--- config.mk ---
export PLATFORM = sky130hd
export DESIGN_NAME = fpos_rot_cell
export DESIGN_NICKNAME = d
export VERILOG_FILES = /design/src/fpos_pkg.sv /design/src/fpos_rot_cell.sv
export SDC_FILE = /design/constraint.sdc
export NUM_CORES = 1
export LEC_CHECK = 0
export ABC_AREA = 1
export BUFFER_PORTS_ARGS = -buffer_cell sky130_fd_sc_hd__buf_2
export CAP_MARGIN = 30
export CORE_MARGIN = 4
export CORE_UTILIZATION = 40
export DETAILED_ROUTE_END_ITERATION = 10
export GPL_TIMING_DRIVEN = 0
export PLACE_DENSITY = 0.7
export SETUP_SLACK_MARGIN = 0.1
export SLEW_MARGIN = 40
export SYNTH_ARGS = -nofsm -noshare
export SYNTH_HDL_FRONTEND = slang
export SYNTH_SLANG_ARGS = --single-unit
--- constraint.sdc ---
create_clock -name aclk -period 5.6 [get_ports aclk]
set_input_delay 0.28 -clock aclk [delete_from_list [all_inputs] [get_ports aclk]]
set_output_delay 0.28 -clock aclk [all_outputs]
set_load 0.005 [all_outputs]
--- src/fpos_pkg.sv ---
// shared widths, cordic constants, datapath types and the q30 product helper
// no dependencies
`default_nettype none

package fpos_pkg;

    localparam int ANGLE_W = 32;
    localparam int ITERS   = 31;
    localparam int IDX_W   = 5;
    localparam int ROT_W   = 34;
    localparam int VEC_W   = 36;
    localparam int Q_W     = 32;
    localparam int SUM_W   = 34;
    localparam int SQ_W    = 62;
    localparam int ROOT_W  = 31;
    localparam int QF      = 30;
    localparam int TAG_W   = 16;
    localparam int IN_W    = 4 * ANGLE_W + TAG_W;
    localparam int OUT_W   = 2 * ANGLE_W + TAG_W;
    // input register, rotation cells, sign fixup, four product stages,
    // root cells, vectoring setup, vectoring cells
    localparam int LAT     = 1 + ITERS + 1 + 4 + ROOT_W + 1 + ITERS;

    localparam logic signed [ROT_W-1:0] CORDIC_GAIN = 34'sh0_26DD_3B6A;
    localparam logic signed [Q_W-1:0]   ONE_Q       = 32'sh4000_0000;

    typedef logic [ANGLE_W-1:0] angle_t;

    // atan(2^-i) in units of 2^-32 turn
    localparam angle_t ATAN_TAB [ITERS] = '{
        32'd536870912, 32'd316933406, 32'd167458907, 32'd85004756,
        32'd42667331,  32'd21354465,  32'd10679838,  32'd5340245,
        32'd2670163,   32'd1335087,   32'd667544,    32'd333772,
        32'd166886,    32'd83443,     32'd41722,     32'd20861,
        32'd10430,     32'd5215,      32'd2608,      32'd1304,
        32'd652,       32'd326,       32'd163,       32'd81,
        32'd41,        32'd20,        32'd10,        32'd5,
        32'd3,         32'd1,         32'd1
    };

    typedef struct packed {
        logic signed [ROT_W-1:0] x;
        logic signed [ROT_W-1:0] y;
        angle_t                  z;
    } rot_t;

    typedef struct packed {
        logic signed [VEC_W-1:0] x;
        logic signed [VEC_W-1:0] y;
        angle_t                  z;
    } vec_t;

    typedef struct packed {
        logic [SQ_W-1:0]   rem;
        logic [ROOT_W-1:0] root;
    } sqrt_t;

    typedef struct packed {
        logic signed [Q_W-1:0]   s;
        logic signed [SUM_W-1:0] num;
        logic signed [SUM_W-1:0] den;
    } args_t;

    // q30 product rounded half up, floor shift
    function automatic logic signed [Q_W-1:0] mulq(input logic signed [Q_W-1:0] a,
                                                 input logic signed [Q_W-1:0] b);
        logic signed [2*Q_W-1:0] p;
        p = a * b + (64'sd1 <<< (QF - 1));
        return p[QF+Q_W-1:QF];
    endfunction

endpackage

`default_nettype wire

--- src/fpos_rot_cell.sv ---
// one rotation-mode cordic iteration, registered, used for sin and cos
// depends on fpos_pkg
`default_nettype none

module fpos_rot_cell
    import fpos_pkg::*;
(
    input  wire logic             aclk,
    input  wire logic             en,
    input  wire logic [IDX_W-1:0] iter,
    input  wire rot_t             d_in,
    output rot_t                  d_out
);

    rot_t d_reg;
    rot_t d_next;

    always_comb begin
        if (!d_in.z[ANGLE_W-1]) begin
            d_next.x = d_in.x - (d_in.y >>> iter);
            d_next.y = d_in.y + (d_in.x >>> iter);
            d_next.z = d_in.z - ATAN_TAB[iter];
        end else begin
            d_next.x = d_in.x + (d_in.y >>> iter);
            d_next.y = d_in.y - (d_in.x >>> iter);
            d_next.z = d_in.z + ATAN_TAB[iter];
        end
    end

    always_ff @(posedge aclk) begin
        if (en) begin
            d_reg <= d_next;
        end
    end

    assign d_out = d_reg;

endmodule

`default_nettype wire

### After elaboration in Yosys (flattened, before gate mapping)

Memories as Yosys holds them, arrays and structs flattened.
Cells that the tools add are included.

* reductions and logical operators: 0
* bitwise logic cells: 1
* divide/modulo/power cells: 0
* add/subtract/negate cells: 6
* multiply operators: 0
* eq/ne operators: 0
* muxes and demuxes: 3
* order comparisons: 1
* shift-type cells: 2

Operators with widths (number)
* $mux 100: 1
* $add 34x34->34: 2
* $sshr 34x5->34: 2
* $sub 34x34->34: 2
* $mux 32: 2
* $add 32x32->32: 1
* $sub 32x32->32: 1
* $ge 6x6->1 const B: 1
* $not 5->6: 1

* latch bits: 0
* ROM bits: 1024
* RAM bits: 0
* register bits after elaboration: 100
* memories kept: 1
* bits of input ports: 107
* logic and storage cells: 17

Memories
* (no name shown): words 32, width 32, read ports 1, clocked after memory_dff 0, wr ports 0, line fpos_rot_cell.sv:26 `d_next.z = d_in.z + ATAN_TAB[iter];`

### Logic depth before layout (Yosys ltp)

* depth after elaboration: 6
* mapped depth: 39

### Worst setup path after synthesis

OpenSTA, ideal clock, no wires.

* path type: input port to flip-flop
* start point: input iter[1]
* end point: register d_reg, in the netlist d_out[26] (data pin)
* arrival: 3.915 ns
* cell stages on the path: 30
* required time: 5.348 ns
* path slack: 1.433 ns
* setup time: 0.252 ns
* cells stage by stage: buf_6 > inv_4 > buf_2 > ha_1 > nor2_1 > nor2_1 > o21ai_2 > nand2_1 > a21oi_2 > ha_1 > nand3_1 > o31ai_4 > nand2_1 > xnor2_1 > inv_1 > ha_1 > nand2_1 > inv_1 > a21oi_1 > nand2_1 > a31oi_1 > inv_1 > nand2_1 > nand2_1 > a21boi_0 > o21ai_0 > nand2_1 > nand2_1 > nand2_1 > nand2_1

RTL lines
* from (decl): line fpos_rot_cell.sv:10 `input wire logic [IDX_W-1:0] iter,`
* to (signal assigned): line fpos_rot_cell.sv:32 `d_reg <= d_next;`
* to (decl): line fpos_rot_cell.sv:15 `rot_t d_reg;`

==> metrics.cfg <==
[logic_synthesis]
yosys_warnings=0
synthFlopType=edfxtp_1
syn_inst=2364
synth-seq-cells=100
synth_nets=2580
yosysUniqueCellTypes=57
syn_area_um2=15000
synth-edff-count=100
async_reset_ff_frac=0
ys_seq_area_frac=0.200
avgSynthCellArea_um2=6.34

[worst_setup_path]
critPathLaunchType=primary input
end_kind=flip-flop
crit_arrival_ns=5.50
criticalPathCategory=primary input to flip-flop
critPathRequiredTime_ns=5.73
path_buf_inv=6
crit_path_top_delay_cell=buf_2
path_common_cell=nand2_1
cp_top_family=simple AND/OR/NAND/NOR gates
path_max_fanout=10
critPathMaxStageDelay_ns=0.42

[cts]
clk_pin_slew_worst_paths_ns=0.07
clock-sinks=100
root_buffer=clkbuf_16
tritoncts=built
cts_setup_buffers=0
h-tree-depth=3
cts_buffer_depth=2
numCtsBuffers=9

[timing]
period_needed_ns=5.37
relSlewSlack=0.358
period_share=0.958
tightest_slew_ns=0.963
rsz0062_at_grt=false
finalMaxSlewViolations=0
hold_violations=0
setup_violations=0
max_freq_ghz=0.186
setup_ws_ns=0.233

[global_route]
grt_util_all_layers=0.335
antenna_found_initial=1
grt_pass1_wl_um=104000
grt_pass1_vias=16900
grt-ovfl-total=0
grt_max_degree=59

[outcome]
status=completed

[finish]
synthToLayoutAreaGrowth_pct=13.3
layout_common_cells=nand2_1 (727), nand3_1 (373), buf_2 (233)
final_cell_area_um2=17000
drive_gt1_frac=0.148
final_cells=3049
antenna_cells=0
final_common_cell=nand2_1
largest_reg_flops=100
nNetsFinal=2794

[floorplan]
die_w_um=202
core_area_um2=36800
die_area_um2=40600
pin_count=207
rows=70
start_util=0.407
dieHeight_um=202

[routing]
wire_per_inst_um=23.0
dr_total_vias=17600
viasPerCell=5.78
drt_wl_total_um=70100
drc_errors=0
ant_nets=0
first_pass_iters=6
drt-initial-drc-count=1998

[power]
p_total_uw=4360
powerDensity_nw_per_um2=257
vdd_drop_max_mv=0.163
p_leak_uw=0.00853

[placed_design]
numPortBuffers=202
post-place-ws_ns=-0.220
gp_congestion=1.04
hpwl_um=57600
place_area_um2=16600
dpl.cell_count=3035

[job]
maxCapViolations=0

[hold_path]
min_path_type=primary input to flip-flop

==> cell usage after synthesis (5+ instances only) <==
master / instances / area share
nand2_1: 727 / 0.18
nand3_1: 373 / 0.12
inv_1: 189 / 0.047
nor2_1: 162 / 0.041
a21oi_1: 123 / 0.041
ha_1: 106 / 0.089
xor2_1: 103 / 0.060
edfxtp_1: 100 / 0.20
o21ai_0: 76 / 0.025
xnor2_1: 61 / 0.036
buf_2: 32 / 0.011
inv_2: 26 / 0.0065
nand2_2: 26 / 0.011
nor2_2: 24 / 0.010
a31oi_1: 22 / 0.0092
nor3_1: 21 / 0.0070
clkbuf_1: 19 / 0.0048
nand4_1: 18 / 0.0075
o21ai_1: 17 / 0.0057
buf_6: 15 / 0.011
a21o_1: 12 / 0.0060
o211ai_1: 12 / 0.0060
buf_4: 11 / 0.0055
a21boi_0: 9 / 0.0045
o21a_1: 9 / 0.0045
buf_1: 7 / 0.0018
nand3b_1: 6 / 0.0030
xor2_2: 5 / 0.0054
==> kinds of logic (layout without fill, tap and decap cells) <==
family | Yosys count | in the layout | share of synthesized area
fa+ha+maj | 109 | 109 | 0.0925
compound gates | 313 | 313 | 0.122
xor+xnor | 169 | 169 | 0.101
flops | 100 | 100 | 0.200
buf+inv | 305 | 522 | 0.0908
simple gates | 1368 | 1368 | 0.393
==> layout make-up <==
cell class,count,area (um^2)
flip-flops and latches,100,3000
inverters,220,831
fillers,4004,19800
multi-input cells,1959,10600
clock inverters,5,103
well taps,468,586
repair buffers,203,1050
clock buffers,9,225
plain buffers,85,541
==> metrics by stage <==
stage	TNS, ns	hold WS, ns	utilization
final	0	0.201	0.461
after global routing	0	0.206	0.461
after global placement	-0.390	0.582	0.451
after CTS	0	0.189	0.461
after detailed placement	-0.371	0.589	0.452
after floorplan	0	0.392	-
==> worst paths after layout <==
path | slack (ns) | start | to | cells after the start
setup / recovery | 0.23 | iter[1] | d_out[93] | 30
hold / removal | 0.20 | d_in[0] | d_out[0] | 2
==> routing by layer <==
metal,GRT usage,part of all wire,up-vias
li1,-,-,8329
met1,0.448,0.42,8212
met2,0.537,0.45,930
met3,0.0508,0.087,152
met4,0.145,0.047,0
met5,0,0,-
==> power by group <==
group / switching (uW) / total, uW / internal (uW)
Sequential: 46.4 / 1180 / 1130
Combinational: 1590 / 2460 / 874
Clock: 297 / 728 / 431
==> repair_timing <==
item / 4_1_cts / 5_1_grt
resized for setup: 0 / 8
setup endpoints to repair: 0 / 5
hold buffers: 0 / 0
Power figures use the tool's default switching activity.
