**src/fpos_pkg.sv**
```systemverilog
// shared widths, cordic constants, datapath types and the q30 product helper
// no dependencies
`default_nettype none

package fpos_pkg;

    localparam int ANGLE_W = 32;
    localparam int ITERS   = 31;
    localparam int IDX_W   = 5;
    localparam int ROT_W   = 34;
    localparam int VEC_W   = 36;
    localparam int Q_W     = 32;
    localparam int SUM_W   = 34;
    localparam int SQ_W    = 62;
    localparam int ROOT_W  = 31;
    localparam int QF      = 30;
    localparam int TAG_W   = 16;
    localparam int IN_W    = 4 * ANGLE_W + TAG_W;
    localparam int OUT_W   = 2 * ANGLE_W + TAG_W;
    // input register, rotation cells, sign fixup, four product stages,
    // root cells, vectoring setup, vectoring cells
    localparam int LAT     = 1 + ITERS + 1 + 4 + ROOT_W + 1 + ITERS;

    localparam logic signed [ROT_W-1:0] CORDIC_GAIN = 34'sh0_26DD_3B6A;
    localparam logic signed [Q_W-1:0]   ONE_Q       = 32'sh4000_0000;

    typedef logic [ANGLE_W-1:0] angle_t;

    // atan(2^-i) in units of 2^-32 turn
    localparam angle_t ATAN_TAB [ITERS] = '{
        32'd536870912, 32'd316933406, 32'd167458907, 32'd85004756,
        32'd42667331,  32'd21354465,  32'd10679838,  32'd5340245,
        32'd2670163,   32'd1335087,   32'd667544,    32'd333772,
        32'd166886,    32'd83443,     32'd41722,     32'd20861,
        32'd10430,     32'd5215,      32'd2608,      32'd1304,
        32'd652,       32'd326,       32'd163,       32'd81,
        32'd41,        32'd20,        32'd10,        32'd5,
        32'd3,         32'd1,         32'd1
    };

    typedef struct packed {
        logic signed [ROT_W-1:0] x;
        logic signed [ROT_W-1:0] y;
        angle_t                  z;
    } rot_t;

    typedef struct packed {
        logic signed [VEC_W-1:0] x;
        logic signed [VEC_W-1:0] y;
        angle_t                  z;
    } vec_t;

    typedef struct packed {
        logic [SQ_W-1:0]   rem;
        logic [ROOT_W-1:0] root;
    } sqrt_t;

    typedef struct packed {
        logic signed [Q_W-1:0]   s;
        logic signed [SUM_W-1:0] num;
        logic signed [SUM_W-1:0] den;
    } args_t;

    // q30 product rounded half up, floor shift
    function automatic logic signed [Q_W-1:0] mulq(input logic signed [Q_W-1:0] a,
                                                 input logic signed [Q_W-1:0] b);
        logic signed [2*Q_W-1:0] p;
        p = a * b + (64'sd1 <<< (QF - 1));
        return p[QF+Q_W-1:QF];
    endfunction

endpackage

`default_nettype wire

```
**src/fpos_sqrt_cell.sv**
```systemverilog
// one result bit of the integer square root, registered
// depends on fpos_pkg
`default_nettype none

module fpos_sqrt_cell
    import fpos_pkg::*;
(
    input  wire logic             aclk,
    input  wire logic             en,
    input  wire logic [IDX_W-1:0] bit_pos,
    input  wire sqrt_t            d_in,
    output sqrt_t                 d_out
);

    sqrt_t           d_reg;
    sqrt_t           d_next;
    logic [SQ_W-1:0] trial;

    // (r + 2^k)^2 - r^2, root only holds bits above k
    assign trial = ({{(SQ_W-ROOT_W){1'b0}}, d_in.root} << (bit_pos + 5'd1))
                 | ({{(SQ_W-1){1'b0}}, 1'b1} << {bit_pos, 1'b0});

    always_comb begin
        d_next = d_in;
        if (d_in.rem >= trial) begin
            d_next.rem  = d_in.rem - trial;
            d_next.root = d_in.root | ({{(ROOT_W-1){1'b0}}, 1'b1} << bit_pos);
        end
    end

    always_ff @(posedge aclk) begin
        if (en) begin
            d_reg <= d_next;
        end
    end

    assign d_out = d_reg;

endmodule

`default_nettype wire

```
**config.mk**
```make
export PLATFORM = sky130hd
export DESIGN_NAME = fpos_sqrt_cell
export DESIGN_NICKNAME = d
export VERILOG_FILES = /design/src/fpos_pkg.sv /design/src/fpos_sqrt_cell.sv
export SDC_FILE = /design/constraint.sdc
export NUM_CORES = 1
export LEC_CHECK = 0
export ABC_CLOCK_PERIOD_IN_PS = 14650
export BUFFER_PORTS_ARGS = -buffer_cell sky130_fd_sc_hd__buf_2
export CORE_ASPECT_RATIO = 1.5
export CORE_UTILIZATION = 43
export CTS_CLUSTER_SIZE = 10
export DETAILED_ROUTE_END_ITERATION = 10
export PLACE_DENSITY_LB_ADDON = 0.12
export SETUP_SLACK_MARGIN = 0.5
export SLEW_MARGIN = 20
export SYNTH_ARGS = -nofsm -noshare
export SYNTH_HDL_FRONTEND = slang
export SYNTH_SLANG_ARGS = --single-unit
```
**constraint.sdc**
```tcl
create_clock -name aclk -period 14.65 [get_ports aclk]
set_clock_uncertainty 0.15 [all_clocks]
set_input_delay 1.465 -clock aclk [delete_from_list [all_inputs] [get_ports aclk]]
set_output_delay 1.465 -clock aclk [all_outputs]
set_load 0.05 [all_outputs]
```
# ---- Word-level counts from Yosys, hierarchy flattened
# Index checks and enable logic that the tools add are counted.
dict set report totals {
  regBits 93
  in_bits 100
  out_inout_bits 93
  wordCells 11
}
dict set report op_classes {
  addsub 2
  order_cmp 1
  shifts 3
  mux 1
  n_bitwise 2
}
# operator n
set ops {}
lappend ops {{$mux 93} 1}
lappend ops {{$ge 62x62->1} 1}
lappend ops {{$or 62x62->62} 1}
lappend ops {{$shl 1x6->62 const A} 1}
lappend ops {{$shl 31x5->62} 1}
lappend ops {{$sub 62x62->62} 1}
lappend ops {{$or 31x31->31} 1}
lappend ops {{$shl 1x5->31 const A} 1}
lappend ops {{$add 5x1->5 const B} 1}

# ---- Logic depth before layout (Yosys ltp)
dict set report logic_depth {
  ltp_word 5
  ltp_mapped 28
  depth_no_buf 22
}

# ---- Worst setup path before layout
# OpenSTA, ideal clock, no wires.
dict set report synth_path {
  kind {input -> register}
  startpoint {in bit_pos[0]}
  endpoint {reg d_reg, in the netlist d_out[33], data pin}
  setup_ns 0.260
  t_arrival_ns 7.176
  required_time_ns 14.240
  setup_slack_ns 7.064
  path_stages 26
  n_path_buf 8
  path_cell_list {clkbuf_1 inv_1 clkbuf_1 ha_1 clkbuf_1 buf_1 clkbuf_1 a211oi_1 a21oi_1 mux2i_1 a21oi_1 a22oi_1 ha_1 buf_6 a21o_1 a311oi_2 or3b_1 o21ai_2 o221ai_1 a21oi_2 a21oi_2 a21o_1 a41o_1 buf_6 buf_6 mux2_4}
}
# item line_no
set synth_lines {}
lappend synth_lines {{start, declared} fpos_sqrt_cell.sv:10} ;# input wire logic [IDX_W-1:0] bit_pos,
lappend synth_lines {{end signal, assigned} fpos_sqrt_cell.sv:33} ;# d_reg <= d_next;
lappend synth_lines {{end, declared} fpos_sqrt_cell.sv:15} ;# sqrt_t d_reg;

==> out/results.tsv <==
metric	value	unit
PortBufs	192	
Area growth syn-to-layout	13.6	%
Slowest-stage cell, CP	buf_6	
DR vias	9255	
cts hold-fix bufs	0	
Mean Syn Cell Area	9.18	um2
grt total ovfl	0	
total setup buffers inserted after CTS	0	
Clk pwr share	0.154	
first-pass GRT wire length	50700	um
fillers	2243	
Reg power frac	0.257	
commonest non-fill, non-tap cell in the layout	buf_2	
pre-CTS WS	5.31	ns
Die ar.	23900	um2
Buf/Inv on CP	4	
DRC viols	0	
setup TNS	0	ns
core area	23000	um2
initial antenna violation count	0	
dpl cells	1494	
# IOs	193	
WP depth	23	
Resize count post-CTS	0	
clk root buf	clkbuf_16	
outcome	finished clean	
CTS clock-pin slew for the worst setup and hold paths	0.07	ns
hold slack final	1.24	ns
number of flip-flops in the largest register	93	
cell row count	68	
CP Data Required Time	14.61	ns
Setup crit start kind	input pin	
Max stage delay on crit path	0.67	ns
period utilisation layout	0.603	
HP Class	input pin to register	
DP Area	11100	um2
crit path cell chain	buf_2, inv_1, ha_1, buf_4, mux2_2, o21ai_0, nor2_1, a21oi_1, nand2_1, nand2_1, nor2_1, a221oi_1, ha_1, nand4_1, nor4_1, nand3_1, o221ai_1, a21oi_2, a21oi_2, a21o_1, a41o_4, buf_6, mux2_4	
sequential area share after synthesis	0.279	
# diodes	0	
DR iter-0 viols	630	
Placer Congestion	1.01	
most frequent cells in the layout	191 x buf_2, 108 x a21oi_1, 107 x nand2_1	
clk sinks	93	
Logic pwr share	0.589	
CP delay by family, top	compound AO/OA/AOI/OAI gates	
Max Cap Viol	0	
post-route minimum period	8.83	ns
die width	127	um
YS warnings	0	
CTS max path bufs	2	
CP Capture Type	register	
final setup vio count	0	
top_reg_cell synth	edfxtp_1	
routed len/inst	22.7	um
synthesized area	10000	um2
P_int	0.000782	W
number of synthesized flops with an enable pin	93	
post-synthesis instance total	1092	
Crit Path Class	input pin to register	
Post-Syn Nets	1260	
unique cell type count in the Yosys netlist	68	
GRT Resource Usage Total	0.284	
Initial Util	0.436	
power density of the placed cells	126	nW/um2
flops & latches, synth	93	
H-tree levels	3	
Slew Viols, Final	0	
Worst Tran Pin Value	1.21	ns
Routed Antenna Nets	0	
share of flip-flops with an asynchronous set or reset	0	
fin cells	1510	
layout cells sized above 1	0.284	
CTS tree	yes	
drt via density	6.13	
slack of the critical path	5.82	ns
die height	189	um
vias in the first global route	8885	
final wirelength	34200	um
maximum fanout along the worst path	78	
Critical Path AT	8.79	ns
WHS Path Cells	2	
Num CTS Buffers	9	
Final Hold Fails	0	
Detailed Routing Iterations Pass 1	8	
RSZ-0062 raised after global routing	false	
peak supply drop	0.0587	mV
leak pwr	4.92	nW
Layout Nets	1393	
final instance area	11400	um2
worst relative slew slack	0.195	
pin count of the biggest net entering global routing	79	
HPWL Detailed	27600	um
Fmax	0.113	GHz
Sw Share	0.457	
Psw	0.000658	W
[routing by layer]
| metal | track usage | vias to the layer above | wire [um] |
|---|---|---|---|
| met3 | 0.0370 | 91 | 1630 |
| li1 | - | 4420 | - |
| met4 | 0.153 | 0 | 1660 |
| met2 | 0.528 | 342 | 17900 |
| met1 | 0.310 | 4402 | 13100 |
| met5 | 0 | - | 0 |
[path summary, 6_finish.rpt]
check	start	end
max	bit_pos[0]	d_out[56]$_DFFE_PP_
min	d_in[28]	d_out[28]$_DFFE_PP_
[logic make-up (layout without fill, tap and decap cells)]
group                      Yosys count  in the layout  share of synthesized area
AOI/OAI and AO/OA                  362            362                      0.242
xor gates and xnor gates            63             63                     0.0551
adders and majority gates           68             68                     0.0857
buffers and inverters              107            245                     0.0464
DFF                                 93             93                      0.279
muxes                              109            109                      0.158
and+or+nand+nor                    290            290                      0.135
[cell type report]
cell class | instances | area [um2] | area share
tap | 280 | 350 | 0.0308
multi-input combinational | 892 | 6810 | 0.598
inverter | 22 | 82.6 | 0.00725
sequential | 93 | 2790 | 0.245
timing repair buffer | 207 | 1080 | 0.0948
clock buffer | 10 | 229 | 0.0201
clock inverter | 6 | 38.8 | 0.00341
[metrics by stage]
stage / utilization / power [W]
global route: 0.496 / 0.00152
global placement: 0.484 / 0.00122
detailed placement: 0.484 / 0.00122
floorplan: - / 0.00102
finish: 0.496 / 0.00144
CTS: 0.495 / 0.00144
[power groups by stage]
| stage | registers, W | logic [W] | clock network [W] |
|---|---|---|---|
| after CTS | 0.000371 | 0.000843 | 0.000230 |
| after detailed placement | 0.000376 | 0.000841 | 0 |
| after floorplan | 0.000545 | 0.000471 | 0 |
| final | 0.000370 | 0.000848 | 0.000222 |
| after global routing | 0.000374 | 0.000906 | 0.000238 |
| after global placement | 0.000376 | 0.000840 | 0 |
[cells in the mapped netlist (22+ instances only)]
cell type  number  area share
nor2_1         72       0.027
mux2i_1        29       0.029
a21oi_1       108       0.054
nand4_1        27       0.017
ha_1           67       0.084
a21o_1         43       0.032
o21ai_0        47       0.023
clkbuf_1       61       0.023
mux2_4         59       0.088
a31o_2         31       0.027
inv_1          22      0.0082
xnor2_1        38       0.033
xor2_1         25       0.022
nand2_1       107       0.040
edfxtp_1       93        0.28
(Power assumes the default switching activity.)
