===== src/fpos_pkg.sv =====
// shared widths, cordic constants, datapath types and the q30 product helper
// no dependencies
`default_nettype none

package fpos_pkg;

    localparam int ANGLE_W = 32;
    localparam int ITERS   = 31;
    localparam int IDX_W   = 5;
    localparam int ROT_W   = 34;
    localparam int VEC_W   = 36;
    localparam int Q_W     = 32;
    localparam int SUM_W   = 34;
    localparam int SQ_W    = 62;
    localparam int ROOT_W  = 31;
    localparam int QF      = 30;
    localparam int TAG_W   = 16;
    localparam int IN_W    = 4 * ANGLE_W + TAG_W;
    localparam int OUT_W   = 2 * ANGLE_W + TAG_W;
    // input register, rotation cells, sign fixup, four product stages,
    // root cells, vectoring setup, vectoring cells
    localparam int LAT     = 1 + ITERS + 1 + 4 + ROOT_W + 1 + ITERS;

    localparam logic signed [ROT_W-1:0] CORDIC_GAIN = 34'sh0_26DD_3B6A;
    localparam logic signed [Q_W-1:0]   ONE_Q       = 32'sh4000_0000;

    typedef logic [ANGLE_W-1:0] angle_t;

    // atan(2^-i) in units of 2^-32 turn
    localparam angle_t ATAN_TAB [ITERS] = '{
        32'd536870912, 32'd316933406, 32'd167458907, 32'd85004756,
        32'd42667331,  32'd21354465,  32'd10679838,  32'd5340245,
        32'd2670163,   32'd1335087,   32'd667544,    32'd333772,
        32'd166886,    32'd83443,     32'd41722,     32'd20861,
        32'd10430,     32'd5215,      32'd2608,      32'd1304,
        32'd652,       32'd326,       32'd163,       32'd81,
        32'd41,        32'd20,        32'd10,        32'd5,
        32'd3,         32'd1,         32'd1
    };

    typedef struct packed {
        logic signed [ROT_W-1:0] x;
        logic signed [ROT_W-1:0] y;
        angle_t                  z;
    } rot_t;

    typedef struct packed {
        logic signed [VEC_W-1:0] x;
        logic signed [VEC_W-1:0] y;
        angle_t                  z;
    } vec_t;

    typedef struct packed {
        logic [SQ_W-1:0]   rem;
        logic [ROOT_W-1:0] root;
    } sqrt_t;

    typedef struct packed {
        logic signed [Q_W-1:0]   s;
        logic signed [SUM_W-1:0] num;
        logic signed [SUM_W-1:0] den;
    } args_t;

    // q30 product rounded half up, floor shift
    function automatic logic signed [Q_W-1:0] mulq(input logic signed [Q_W-1:0] a,
                                                 input logic signed [Q_W-1:0] b);
        logic signed [2*Q_W-1:0] p;
        p = a * b + (64'sd1 <<< (QF - 1));
        return p[QF+Q_W-1:QF];
    endfunction

endpackage

`default_nettype wire


===== src/fpos_vec_cell.sv =====
// one vectoring-mode cordic iteration, registered, used for atan2
// depends on fpos_pkg
`default_nettype none

module fpos_vec_cell
    import fpos_pkg::*;
(
    input  wire logic             aclk,
    input  wire logic             en,
    input  wire logic [IDX_W-1:0] iter,
    input  wire vec_t             d_in,
    output vec_t                  d_out
);

    vec_t d_reg;
    vec_t d_next;

    always_comb begin
        if (!d_in.y[VEC_W-1]) begin
            d_next.x = d_in.x + (d_in.y >>> iter);
            d_next.y = d_in.y - (d_in.x >>> iter);
            d_next.z = d_in.z + ATAN_TAB[iter];
        end else begin
            d_next.x = d_in.x - (d_in.y >>> iter);
            d_next.y = d_in.y + (d_in.x >>> iter);
            d_next.z = d_in.z - ATAN_TAB[iter];
        end
    end

    always_ff @(posedge aclk) begin
        if (en) begin
            d_reg <= d_next;
        end
    end

    assign d_out = d_reg;

endmodule

`default_nettype wire


===== config.mk =====
export PLATFORM = sky130hd
export DESIGN_NAME = fpos_vec_cell
export DESIGN_NICKNAME = d
export VERILOG_FILES = /design/src/fpos_pkg.sv /design/src/fpos_vec_cell.sv
export SDC_FILE = /design/constraint.sdc
export NUM_CORES = 1
export LEC_CHECK = 0
export BUFFER_PORTS_ARGS = -buffer_cell sky130_fd_sc_hd__buf_4
export CAP_MARGIN = 20
export CORE_MARGIN = 1
export CORE_UTILIZATION = 35
export CTS_BUF_LIST = sky130_fd_sc_hd__clkbuf_4 sky130_fd_sc_hd__clkbuf_8
export CTS_CLUSTER_SIZE = 14
export DETAILED_ROUTE_END_ITERATION = 8
export PLACE_DENSITY = 0.65
export SLEW_MARGIN = 10
export SYNTH_ARGS = -nofsm -noshare
export SYNTH_HDL_FRONTEND = slang
export SYNTH_SLANG_ARGS = --single-unit

===== constraint.sdc =====
create_clock -name aclk -period 18.11 [get_ports aclk]
set_input_delay 2.7165 -clock aclk [delete_from_list [all_inputs] [get_ports aclk]]
set_output_delay 2.7165 -clock aclk [all_outputs]
set_load 0.02 [all_outputs]

# Word-level counts from Yosys, hierarchy flattened
# Memory sizes are Yosys's and may differ from the RTL's.
# Cells that the tools add are included.
# classes
shift	2
muxes	3
n_bitwise	1
add_sub_neg	6
order_cmp	1
# op_table
op	count
104-bit two-way mux	1
36-bit adder	2
36-bit by 5-bit >>> shifter with 36-bit output	2
36-bit subtractor	2
32-bit two-way mux	2
32-bit adder	1
32-bit subtractor	1
6-bit greater-or-equal comparator (second input constant)	1
5-bit NOT with 6-bit output	1
# word_totals
register_bits	104
memories	1
mem_bits_ro	1024
out_inout_bits	104
# memory_table
name	depth	width	rd	rd_ports_with_merged_regs	write_ports	line_no	source
(name not given)	32	32	1	0	0	fpos_vec_cell.sv:26	d_next.z = d_in.z - ATAN_TAB[iter];

# Logic depth before layout (Yosys ltp)
# logic_depth
depth_word	6
mapped_depth	29
mapped_depth_nobuf	23

# Worst setup path after synthesis
# No wires, ideal clock.
# synth_timing
path_kind	input to register
from	in iter[1]
to	reg d_reg (netlist bit d_out[64]) (data pin)
path_slack_ns	10.015
t_arrival_ns	7.829
t_required_ns	17.844
path_stages	25
n_path_buf	4
path_cell_list	buf_2 > buf_4 > buf_6 > clkbuf_1 > mux4_2 > mux2i_1 > o22ai_1 > a21oi_1 > nand3_1 > nor4b_2 > nand2_1 > nor2_1 > a21oi_1 > xor2_1 > ha_1 > a21o_1 > a21o_1 > a21oi_1 > o21ai_0 > a21oi_1 > o211ai_1 > o41a_1 > a22o_1 > o41ai_1 > xnor2_1
# synth_lines
element	line_no	source
start, declared	fpos_vec_cell.sv:10	input wire logic [IDX_W-1:0] iter,
end signal, assigned	fpos_vec_cell.sv:32	d_reg <= d_next;
end, declared	fpos_vec_cell.sv:15	vec_t d_reg;

==> out/summary.md <==
The slowest stage of the critical path is the sky130_fd_sc_hd__buf_4 cell. The transition at the pin with the smallest max-transition slack is 1.12 ns, and the relative slew slack is 25.0%. After clock tree synthesis, the clock-pin slew on the worst setup and hold paths is 0.11 ns. The pre-antenna-repair detailed-routing pass consisted of 6 iterations.

The post-detailed-route via-to-cell ratio was 6.20. Counting the buffers created by CTS gives 9. Entering global routing, the biggest net connects 86 pins. The time the final worst path needs with I/O delays and setup was 9.82 ns. The critical path capture point type is a flop. Yosys attributes the largest share of cell area to sky130_fd_sc_hd__edfxtp_1, sky130_fd_sc_hd__mux4_2, sky130_fd_sc_hd__ha_1. Deepest level of the CTS H-tree: 3.

The via count of the first global-routing pass came out at 15.0k. The run gives 2156 as the net total in the final layout. The count of flip-flops with a built-in enable after synthesis works out to 104. The mapped netlist covers 16300 um^2. For this run, the slowest stage of the critical path takes 0.91 ns. TritonCTS built the clock tree. In this run the biggest area consumer among cell types represents 19.2% of the synthesized area. Global routing consumed, over all layers together, 25.6% of the routing resources. Setup repair after global routing left no endpoint under its margin. Across the run, the number of max-cap violations was 0. In this run the cell area measured after placement is 18200 um^2. The cell at the root of the clock tree was sky130_fd_sc_hd__clkbuf_8. The wire length per cell is 24.2 um, and the fraction of registers with async set/reset is 0%. Sequential cells were found to cover 19.2% of the synthesized design area. The run gives 35.7% as the starting utilization of the core area. The leftover overflow at the end of global routing is 0, and the finished layout cell area is 18500 um^2.

After technology mapping, the gate count stands at 1793. The region available for standard cell placement spans 45700 um^2. After clock tree synthesis, the setup repair step added 0 buffers.

The overall die height came out at 218 um. The synthesis warning total was 0; the number of hold-slack violations in the final timing report was 0. The count of unique library cells instantiated by Yosys came out at 94.

The largest area contributor in the synthesized netlist is sky130_fd_sc_hd__edfxtp_1. Derived from the worst setup path, the maximum achievable clock frequency is 0.102 GHz. The run gives 0.0460 mV as the worst ir drop on vdd. In this run the worst path has a maximum fanout of 70. For the maximum clock path buffer count, the log shows 2.

Arrival time at the worst endpoint: 10.05 ns. The worst setup path is of the input pin to flop kind. The commonest cells after synthesis are sky130_fd_sc_hd__nor2_1, sky130_fd_sc_hd__nand2_1, sky130_fd_sc_hd__a21oi_1, sky130_fd_sc_hd__xnor2_1, sky130_fd_sc_hd__ha_1. From left edge to right edge, the die measures 218 um.

STA classifies the critical path startpoint as an input pin. The tools report the last weighted congestion value of the routability-driven placer as 0.971. The cell family with the largest share of critical-path delay is compound AO/OA/AOI/OAI gates.

Together, buffers and inverters on the worst path number 2. The die covers 47400 um^2. The tools report the count of final max-slew check failures as 0. Count of instances resized after the clock tree is built: 0. The critical path goes through buf_6, buf_4, mux4_1, mux2_2, mux2_2, a21oi_1, nand3_1, nor4b_2, nand2_1, nor2_1, a21oi_1, xor2_1, ha_1, a21o_1, a21o_1, a21oi_1, o21ai_0, a21oi_1, o211ai_1, o41a_1, a22o_1, o41ai_1, xnor2_1. The final critical path takes up 54.2% of the cycle. The fraction of final layout cells sized beyond drive strength 1 was 21.3%. The static leakage came out at 0.00749 uW. The tools report the global-route wire length before repair as 91600 um. The detailed router finished its first iteration with 1616 violations.

The number of hold buffers added after CTS was 0. For this run, the leading register cell type out of synthesis is sky130_fd_sc_hd__edfxtp_1. Among the stages of the critical path, the cell type that occurs most often is sky130_fd_sc_hd__a21oi_1. Flip-flop count of the largest register after layout: 104. For this design the top-level I/O count stands at 215. The tools report the total of endpoints with negative setup slack in the final report as 0. The initial antenna violation count came out at 1. A synthesized cell averages 9.09 um^2.

The logs give 2016 for the net count after synthesis and 0 for the number of nets still failing antenna checks after routing. After routing, the total negative slack on setup checks comes to 0 ns. After filler insertion, the fill cell instance count of the layout stands at 4640.

The HPWL after detailed placement is 46600 um. Standard-cell row count: 78. Buffers placed on the I/O ports in this run total 214. The run finished with clean final reports. The tightest min-delay check is of the input pin to flop type. The number of remaining DRC errors was 0. The synthesized flop and latch total was 104. The power per standard cell area works out to 77.6 nW/um^2. The area added between synthesis and finish works out to 13.3%. For this block, the via count after detailed routing is 15.7k.

Data required time of the worst path: 18.34 ns. The total detailed-routing wirelength came out at 61400 um. Counting every sink on the clock net gives 104. Most used standard cell by instance count after synthesis: sky130_fd_sc_hd__nor2_1.
==> through the flow <==
stage / hold slack [ns] / power [uW] / instances / setup WS (ns) / util (%)
6_report: 2.58 / 1430 / 2539 / 8.29 / 40.4
5_1_grt: 2.56 / 1520 / 2538 / 7.61 / 40.4
4_1_cts: 2.55 / 1440 / 2538 / 8.29 / 40.4
3_5_place_dp: 3.06 / 1250 / 2522 / 7.78 / 39.9
3_3_place_gp: 3.07 / 1250 / 2522 / 8.06 / 39.9
2_1_floorplan: 2.83 / 973 / 1793 / 10.02 / -
==> logic make-up (layout without fill, tap and decap cells) <==
| kind of cell | after synthesis | count (layout) | share of synthesized area [%] |
|---|---|---|---|
| muxes | 202 | 202 | 21.2 |
| AOI/OAI and AO/OA | 522 | 522 | 21.0 |
| xor gates and xnor gates | 173 | 173 | 9.30 |
| and+or+nand+nor | 528 | 528 | 16.0 |
| DFF | 104 | 104 | 19.2 |
| adders and majority gates | 112 | 112 | 8.74 |
| other | 0 | 1 | 0 |
| buffers and inverters | 152 | 297 | 4.57 |
==> power breakdown <==
part           switching (uW)  internal, uW  total [uW]
logic                     518           366         884
clock network            93.7          79.7         173
registers                18.6           357         376
==> routing by layer <==
layer	part of all wire [%]	track usage, %	vias to the layer above	wire [um]
met4	4.2	11.8	0	2590
met3	8.6	4.90	161	5270
met5	0	0	-	0
li1	-	-	7166	-
met2	44	39.3	867	27200
met1	43	34.6	7542	26300
==> cell type report <==
type	count	area (um^2)	area share, %
antenna	1	2.50	0.0136
clock buffer	10	131	0.711
clock inverter	6	93.8	0.508
inverter	48	180	0.976
multi-input combinational	1537	12400	67.3
sequential	104	3120	16.9
tap	600	751	4.07
timing repair buffer	233	1750	9.49
==> final timing paths <==
path	to	startpoint	depth (start not counted)
worst min-delay path	d_out[32]	d_in[32]	2
worst max-delay path	d_out[64]	iter[0]	23
==> placed cells by master, fill, tap and decap left out, types with 59 or more instances in the layout <==
cell type                  count
sky130_fd_sc_hd__nor2_1      165
sky130_fd_sc_hd__o21ai_0      90
sky130_fd_sc_hd__nand2_1     152
sky130_fd_sc_hd__edfxtp_1    104
sky130_fd_sc_hd__a21oi_1     146
sky130_fd_sc_hd__xnor2_1     114
sky130_fd_sc_hd__ha_1        109
sky130_fd_sc_hd__xor2_1       59
sky130_fd_sc_hd__buf_4       232
sky130_fd_sc_hd__mux2i_1      60
sky130_fd_sc_hd__mux4_2       91
Note: power is estimated with default switching activity, not from simulation.
